[src/rigid_pose_chain_converter_unit_defines.svh]
// Assertion macros used by the pose chain converter top level.
`ifndef RIGID_POSE_CHAIN_CONVERTER_UNIT_DEFINES_SVH
`define RIGID_POSE_CHAIN_CONVERTER_UNIT_DEFINES_SVH

// Same-cycle implication, checked out of reset.
`define RPCC_ASSERT_IMP(label, clk, rstn, ante, cons) \
    label: assert property (@(posedge clk) disable iff (!rstn) (ante) |-> (cons)) \
        else $error("rpcc: same-cycle check failed");

// Next-cycle implication, checked out of reset.
`define RPCC_ASSERT_NEXT(label, clk, rstn, ante, cons) \
    label: assert property (@(posedge clk) disable iff (!rstn) (ante) |=> (cons)) \
        else $error("rpcc: next-cycle check failed");

`endif

[src/rpcc_pkg.sv]
// Shared types, constants and microcode program of the pose chain converter.
`default_nettype none

package rpcc_pkg;

    localparam int POSE_WORDS = 12;
    localparam int WORD_W     = 32;
    localparam int IDX_W      = 4;
    localparam int PROD_W     = 2 * WORD_W;
    localparam int ACC_W      = PROD_W + 3;
    localparam int FRAC_SHIFT = 30;

    localparam int LOCAL_BASE = 1;
    localparam int WORLD_BASE = 50;
    localparam int DRAIN_NOPS = 3;
    localparam int UC_DEPTH   = 93;
    localparam int PC_W       = 7;

    localparam logic [WORD_W-1:0] Q30_ONE = 32'h4000_0000;

    typedef logic [POSE_WORDS-1:0][WORD_W-1:0] pose_t;

    typedef enum logic [1:0] {
        SRC_CUR,
        SRC_PREV,
        SRC_RES,
        SRC_ONE
    } operand_src_t;

    typedef struct packed {
        logic             jump_world;
        logic [PC_W-1:0]  target;
        logic             mac;
        operand_src_t     a_src;
        logic [IDX_W-1:0] a_idx;
        operand_src_t     b_src;
        logic [IDX_W-1:0] b_idx;
        logic             sub;
        logic             first;
        logic             last;
        logic [IDX_W-1:0] dst;
        logic             done;
    } ucode_word_t;

    typedef ucode_word_t [UC_DEPTH-1:0] ucode_rom_t;

    typedef enum logic [1:0] {
        ST_IDLE,
        ST_RUN,
        ST_FINISH
    } seq_state_t;

    typedef struct packed {
        logic        capture;
        logic        issue;
        ucode_word_t word;
        logic        commit;
        logic        mode;
    } dp_ctrl_t;

    function automatic ucode_word_t mac_word(operand_src_t as, int ai, operand_src_t bs,
                                             int bi, logic sub, logic first, logic last,
                                             int dst);
        ucode_word_t w;
        w       = '0;
        w.mac   = 1'b1;
        w.a_src = as;
        w.a_idx = IDX_W'(ai);
        w.b_src = bs;
        w.b_idx = IDX_W'(bi);
        w.sub   = sub;
        w.first = first;
        w.last  = last;
        w.dst   = IDX_W'(dst);
        return w;
    endfunction

    function automatic ucode_rom_t build_rom();
        ucode_rom_t rom;
        int pc;
        rom = '0;
        // dispatch: world mode jumps over the local program
        rom[PC_W'(0)].jump_world = 1'b1;
        rom[PC_W'(0)].target     = PC_W'(WORLD_BASE);

        // local: out_R = C_R^T P_R, out_t = C_R^T P_t - C_R^T C_t
        pc = LOCAL_BASE;
        for (int r = 0; r < 3; r++) begin
            for (int c = 0; c < 3; c++) begin
                for (int k = 0; k < 3; k++) begin
                    rom[PC_W'(pc)] = mac_word(SRC_CUR, k * 4 + r, SRC_PREV, k * 4 + c, 1'b0,
                                              k == 0, k == 2, r * 4 + c);
                    pc++;
                end
            end
            for (int k = 0; k < 3; k++) begin
                rom[PC_W'(pc)] = mac_word(SRC_CUR, k * 4 + r, SRC_PREV, k * 4 + 3, 1'b0,
                                          k == 0, 1'b0, r * 4 + 3);
                pc++;
            end
            for (int k = 0; k < 3; k++) begin
                rom[PC_W'(pc)] = mac_word(SRC_CUR, k * 4 + r, SRC_CUR, k * 4 + 3, 1'b1,
                                          1'b0, k == 2, r * 4 + 3);
                pc++;
            end
        end
        pc += DRAIN_NOPS;
        rom[PC_W'(pc)].done = 1'b1;

        // world: out_R = P_R C_R^T, out_t = P_t - out_R C_t
        pc = WORLD_BASE;
        for (int r = 0; r < 3; r++) begin
            for (int c = 0; c < 3; c++) begin
                for (int k = 0; k < 3; k++) begin
                    rom[PC_W'(pc)] = mac_word(SRC_PREV, r * 4 + k, SRC_CUR, c * 4 + k, 1'b0,
                                              k == 0, k == 2, r * 4 + c);
                    pc++;
                end
            end
        end
        for (int r = 0; r < 3; r++) begin
            rom[PC_W'(pc)] = mac_word(SRC_PREV, r * 4 + 3, SRC_ONE, 0, 1'b0, 1'b1, 1'b0,
                                      r * 4 + 3);
            pc++;
            for (int k = 0; k < 3; k++) begin
                rom[PC_W'(pc)] = mac_word(SRC_RES, r * 4 + k, SRC_CUR, k * 4 + 3, 1'b1,
                                          1'b0, k == 2, r * 4 + 3);
                pc++;
            end
        end
        pc += DRAIN_NOPS;
        rom[PC_W'(pc)].done = 1'b1;
        return rom;
    endfunction

    function automatic pose_t identity_pose();
        pose_t p;
        p = '0;
        for (int r = 0; r < 3; r++) begin
            p[IDX_W'(r * 4 + r)] = Q30_ONE;
        end
        return p;
    endfunction

    localparam ucode_rom_t UCODE_ROM     = build_rom();
    localparam pose_t      POSE_IDENTITY = identity_pose();

endpackage

`default_nettype wire

[src/rpcc_sequencer.sv]
// Microcode sequencer: step counter, program table, handshake and mode register.
`default_nettype none

module rpcc_sequencer
    import rpcc_pkg::*;
(
    input  wire logic aclk,
    input  wire logic aresetn,
    input  wire logic s_valid,
    output logic      s_ready,
    output logic      m_valid,
    input  wire logic m_ready,
    input  wire logic cfg_we,
    input  wire logic cfg_wdata,
    output dp_ctrl_t  ctrl
);

    seq_state_t      state_reg, state_next;
    logic [PC_W-1:0] pc_reg, pc_next;
    logic            mode_reg;
    logic            out_valid_reg, out_valid_next;
    ucode_word_t     word;

    assign word = UCODE_ROM[pc_reg];

    always_ff @(posedge aclk) begin
        if (!aresetn) begin
            state_reg     <= ST_IDLE;
            pc_reg        <= '0;
            mode_reg      <= 1'b0;
            out_valid_reg <= 1'b0;
        end else begin
            state_reg     <= state_next;
            pc_reg        <= pc_next;
            out_valid_reg <= out_valid_next;
            if (cfg_we) begin
                mode_reg <= cfg_wdata;
            end
        end
    end

    always_comb begin
        state_next     = state_reg;
        pc_next        = pc_reg;
        out_valid_next = out_valid_reg && !m_ready;
        unique case (state_reg)
            ST_IDLE: begin
                pc_next = '0;
                if (s_valid) begin
                    state_next = ST_RUN;
                end
            end
            ST_RUN: begin
                if (word.done) begin
                    state_next = ST_FINISH;
                end else if (word.jump_world && mode_reg) begin
                    pc_next = word.target;
                end else begin
                    pc_next = pc_reg + 1'b1;
                end
            end
            ST_FINISH: begin
                // hold until the output register is free
                if (!out_valid_reg || m_ready) begin
                    state_next     = ST_IDLE;
                    out_valid_next = 1'b1;
                end
            end
            default: begin
                state_next = ST_IDLE;
            end
        endcase
    end

    always_comb begin
        s_ready      = (state_reg == ST_IDLE);
        m_valid      = out_valid_reg;
        ctrl.capture = s_valid && (state_reg == ST_IDLE);
        ctrl.issue   = (state_reg == ST_RUN) && word.mac;
        ctrl.word    = word;
        ctrl.commit  = (state_reg == ST_FINISH) && (!out_valid_reg || m_ready);
        ctrl.mode    = mode_reg;
    end

endmodule

`default_nettype wire

[config.mk]
export PLATFORM = sky130hd
export DESIGN_NAME = rpcc_sequencer
export DESIGN_NICKNAME = d
export VERILOG_FILES = /design/src/rigid_pose_chain_converter_unit_defines.svh /design/src/rpcc_pkg.sv /design/src/rpcc_sequencer.sv
export SDC_FILE = /design/constraint.sdc
export NUM_CORES = 1
export LEC_CHECK = 0
export ABC_AREA = 1
export BUFFER_PORTS_ARGS = -buffer_cell sky130_fd_sc_hd__buf_2
export CAP_MARGIN = 10
export CORE_AREA = 2 2 71 73
export DETAILED_ROUTE_END_ITERATION = 16
export DIE_AREA = 0 0 73 75
export GPL_TIMING_DRIVEN = 0
export PLACE_DENSITY = 0.68
export SKIP_CTS_REPAIR_TIMING = 1
export SYNTH_ARGS = -nofsm -noshare
export SYNTH_HDL_FRONTEND = slang
export SYNTH_SLANG_ARGS = --single-unit
[constraint.sdc]
create_clock -name aclk -period 2.1 [get_ports aclk]
set_input_delay 0.21 -clock aclk [delete_from_list [all_inputs] [get_ports aclk]]
set_output_delay 0.21 -clock aclk [all_outputs]
set_load 0.005 [all_outputs]
### Word level (Yosys, flattened, before mapping)

Memory sizes are Yosys's and may differ from the RTL's. A register that Yosys moved wholly into a read port is not among the register bits.
Cells that the tools add are included.

* flip-flop bits (word level): 11
* bits in latches: 0
* RAM bits: 0
* memory bits (read-only): 3712
* input bits: 6
* output and inout bits: 35
* memories kept: 1

Memory list
* (name not given): depth 128, width 29, read ports 1, clocked after memory_dff 1, wr ports 0, line rpcc_sequencer.sv:24 `assign word = UCODE_ROM[pc_reg];`

* add/sub/neg operators: 1
* multipliers: 0
* div/mod/pow operators: 0
* $lt $le $gt $ge: 1
* equality and inequality tests: 6
* shift-type cells: 0
* multiplexer cells: 12
* bitwise gates (word level): 0
* reductions and logical operators: 12

Operators by type and width (number)
* 2-to-1 mux 29 bit: 1
* 2-to-1 mux 7 bit: 4
* one-hot mux 7 bit (2 select lines): 1
* less-than comparator 7 x 8 -> 1 bit, second input constant: 1
* inequality test 2 bit, second input constant: 4
* adder 7 x 1 -> 7 bit, second input constant: 1
* 2-to-1 mux 2 bit: 3
* one-hot mux 2 bit (3 select lines): 1
* logical AND 1 bit: 5
* AND reduction 3 bit: 1
* == test 2 x 1 -> 1 bit, second input constant: 1
* == test 2 bit, second input constant: 1
* zero test 1 bit: 2
* zero test 2 bit: 1
* 2-to-1 mux 1 bit: 2
* AND reduction 2 bit: 1
* nonzero test 2 bit: 1
* logical OR 1 bit: 1

### Logic depth before layout (Yosys ltp)

* depth after elaboration: 8
* mapped depth: 16
* mapped depth without buffers: 16

### Worst setup path after synthesis

Ideal clock, no wire load.

* kind: flip-flop to flip-flop
* start point: register pc_reg[0]
* end point: register, netlist name word[11]
* setup time: 0.120 ns
* arrival: 1.876 ns
* slack: 0.104 ns
* cell stages (with the launch flop): 17
* buffers on the path: 0
* cell sequence: dfxtp_1 > ha_1 > inv_1 > nand2_1 > nand2_1 > nand2_1 > nand2_1 > inv_1 > ha_1 > inv_1 > nand3_1 > nand3_1 > nand2_1 > nand2_1 > nand2_1 > nand2_1 > nand3_1

RTL lines
* start, declared: line rpcc_sequencer.sv:19 `logic [PC_W-1:0] pc_reg, pc_next;`
* start signal, assigned: line rpcc_sequencer.sv:34 `pc_reg <= pc_next;`

==> run_results.csv <==
group,metric,value,unit
setup_path,slowest_stage,"dfxtp_4",
finish,nets,385,
cts,cts.htree.levels,2,
cts,cts_buffer_depth,2,
place,port_buffers,34,
sta,report.final.setup_viol,0,
drt,drt_wl_total,5.54,mm
run_status,outcome,"finished clean",
setup_path,crit_type,"reg -> reg",
synthesis,syn_inst,314,
finish,largest_register_ffs,20,
sta,final.min_clock_period,2070,ps
global_route,grt_usage,0.198,
sta,skew,3.52,ps
finish,drive_above_1_share,0.359,
setup_path,path_depth,13,
cts,clk_pin_slew_worst_paths,70,ps
cts,cts_sinks,31,
cts,numCtsBuffers,5,
die,start_util,0.439,
place,placed_cells,407,
worst_hold_path,hold_class,"in -> reg",
drt,first_pass_iters,5,
worst_hold_path,hold_end,"mode_reg",
setup_path,worst-path-buf-inv,3,
synthesis,synth-simple-area-share,0.438,
cts,clock_latency,280,ps
setup_path,crit_required,2280,ps
drt,drt-initial-drc-count,157,
synthesis,ys_seq_area_frac,0.303,
setup_path,r2r_slack,30,ps
setup_path,reg2reg_depth,13,
die,fp.dieArea,5480,um^2
synthesis,synth_top_area_share,0.303,
synthesis,yosysMostFrequentCell,"nand2_1",
setup_path,startpoint_type,"register",
sta,drv_slew,0,
place,placed_area,2300,um^2
synthesis,async_flop_share,0,
worst_hold_path,hold_depth,2,
setup_path,crit_chain,"ha_4, inv_2, nand2_1, nand2_1, nand2_2, nand2_4, buf_6, ha_4, nand3b_1, o211ai_1, nand3_1, nand3_1, inv_1",
finish,areaGrowthSynthToFinish,31.0,%
setup_path,cp_top_family,"simple AND/OR/NAND/NOR gates",
synthesis,syn_area_per_cell,6.52,um^2
finish,nFillCells,464,
drt,vias,2170,
global_route,grt_pass1_wl,8.32,mm
drt,vias_per_cell,5.08,
synthesis,synth_top_family_by_area,"simple AND/OR/NAND/NOR gates",
sta,hold_viol_final,0,
synthesis,synth_compound_area_frac,0.0849,
synthesis,synth_edf_count,0,
die,fp.dieW,73,um
global_route,grt_start_max_net_pins,11,
drt,wl_met2,2.59,mm
cts,cts_tree,"yes",
place,dp_hpwl,4.02,mm
synthesis,synthFlopType,"dfxtp_1",
power,clkPwrFrac,0.394,
drt,ant_nets,0,
drt,wl_per_cell,13.0,um
setup_path,max_stage_delay,360,ps
synthesis,synthMuxAreaShare,0,
finish,instances_no_fill,427,
sta,grt_setup_unrepaired,"true",
finish,design_area,2680,um^2
synthesis,ys_top_cells_by_count,"nand2_1, nand3_1, dfxtp_1, inv_1, nor2_1",
synthesis,yosysTopAreaCell,"dfxtp_1",
synthesis,synth_area_leaders,"dfxtp_1, nand2_1, nand3_1, inv_1, buf_4",
synthesis,synth_cell_types,31,
setup_path,arrival,2250,ps
power,powerDensity,570,nW/um^2
setup_path,critPathMaxFanout,6,
place,routabilityCongestion,0.920,
power,power_switching,398,uW
power,p_sw_frac,0.260,
drt,top_layer_used,"met4",
global_route,antenna_found_initial,0,
worst_hold_path,hp-start,"cfg_we",
drt,wirelength_met1,2.59,mm
drt,routed-wl-met3,266,um
setup_path,r2r-end,"word[12]",
die,std_cell_rows,25,
synthesis,synth_seq_cells,31,
die,core_area,4660,um^2
drt,drc,0,
power,leakagePower,1.45,nW
sta,fmaxAchievable,484,MHz
synthesis,syn_area,2050,um^2
finish,antennaDiodeCount,0,
synthesis,synth_xor_area_frac,0.00428,
cts,root_buffer,"clkbuf_8",
global_route,grt_pass1_vias,1807,
job,drv_cap,0,
synthesis,yosysWarningCount,0,
power,pwr-share-seq,0.415,
die,boundaryPins,41,
power,internal-power,1.13,mW
setup_path,end_kind,"register",
die,fp.dieH,75,um
power,vdd_drop_max,0.229,mV
synthesis,synthAdderAreaFrac,0.0428,
sta,hold_slack,100,ps
power,power_frac_comb,0.192,
sta,fin_crit_sh,0.985,
global_route,overflow,0,
setup_path,reg2reg_from,"pc_reg[0]",
[worst register-to-register path, delay by kind of cell, from the launching register on]
kind	cells	cell delay, ps
compound gates	1	200
fa+ha+maj	2	410
buf+inv	3	230
flops	1	360
simple gates	7	770
[layer usage]
layer / GRT usage / up-vias
met1: 0.268 / 988
met3: 0.0335 / 9
li1: - / 1098
met5: 0 / -
met2: 0.312 / 75
met4: 0.0864 / 0
[cells in the final DEF (no fill, tap or decap), types with 2 or more instances in the layout]
cell and instances:
o21ai_2 2, nand2_1 90, ha_4 4, conb_1 6, o21ai_1 4, nand4_1 3
o21a_1 2, o21ai_0 6, nor3_1 4, nor2_4 2, inv_1 24, clkbuf_8 6
nand2_2 16, dfxtp_1 24, nand2_4 11, dfxtp_2 5, buf_4 23, dfxtp_4 2
nand3_1 38, a21oi_1 13, nor2_1 18, buf_6 3, inv_2 8, buf_2 38
ha_1 2, nand3_2 5
[stage by stage]
| step | util | setup slack, ps | setup TNS [ps] | total power, mW |
|---|---|---|---|---|
| floorplan | - | 104 | 0 | 0.806 |
| global placement | 0.494 | -315 | -2690 | 0.877 |
| detailed placement | 0.494 | -322 | -2650 | 0.880 |
| CTS | 0.520 | -340 | -2830 | 1.48 |
| global route | 0.576 | -66.3 | -285 | 1.60 |
| finish | 0.576 | 32.2 | 0 | 1.53 |
[layout make-up]
class                      instances  area, um^2  area share
multi-input combinational        237        1340       0.500
sequential                        31         634       0.236
timing repair buffer              46         264      0.0984
buffer                            18         133      0.0494
inverter                          33         126      0.0471
clock buffer                       6        82.6      0.0308
tap                               54        67.6      0.0252
clock inverter                     2        35.0      0.0131
[cells by family after synthesis]
kind of cell    after synthesis
simple gates                192
buf+inv                      51
compound gates               31
flops                        31
fa+ha+maj                     7
xor+xnor                      1
other cells                   1
[power by group through the flow]
stage	Sequential [mW]	Combinational, mW	Clock [mW]
3_5_place_dp	0.646	0.234	0
4_1_cts	0.632	0.235	0.616
2_1_floorplan	0.646	0.159	0
5_1_grt	0.638	0.325	0.638
3_3_place_gp	0.645	0.233	0
6_report	0.635	0.293	0.602
[worst max path at each step]
stage          slack, ps       from        to
2_1_floorplan        100  pc_reg[0]  word[11]
3_3_place_gp        -310  pc_reg[0]  word[11]
3_5_place_dp        -320  pc_reg[0]  word[11]
4_1_cts             -340  pc_reg[0]  word[11]
5_1_grt              -70  pc_reg[0]  word[12]
6_report              30  pc_reg[0]  word[12]
Note: power is estimated with default switching activity, not from simulation.
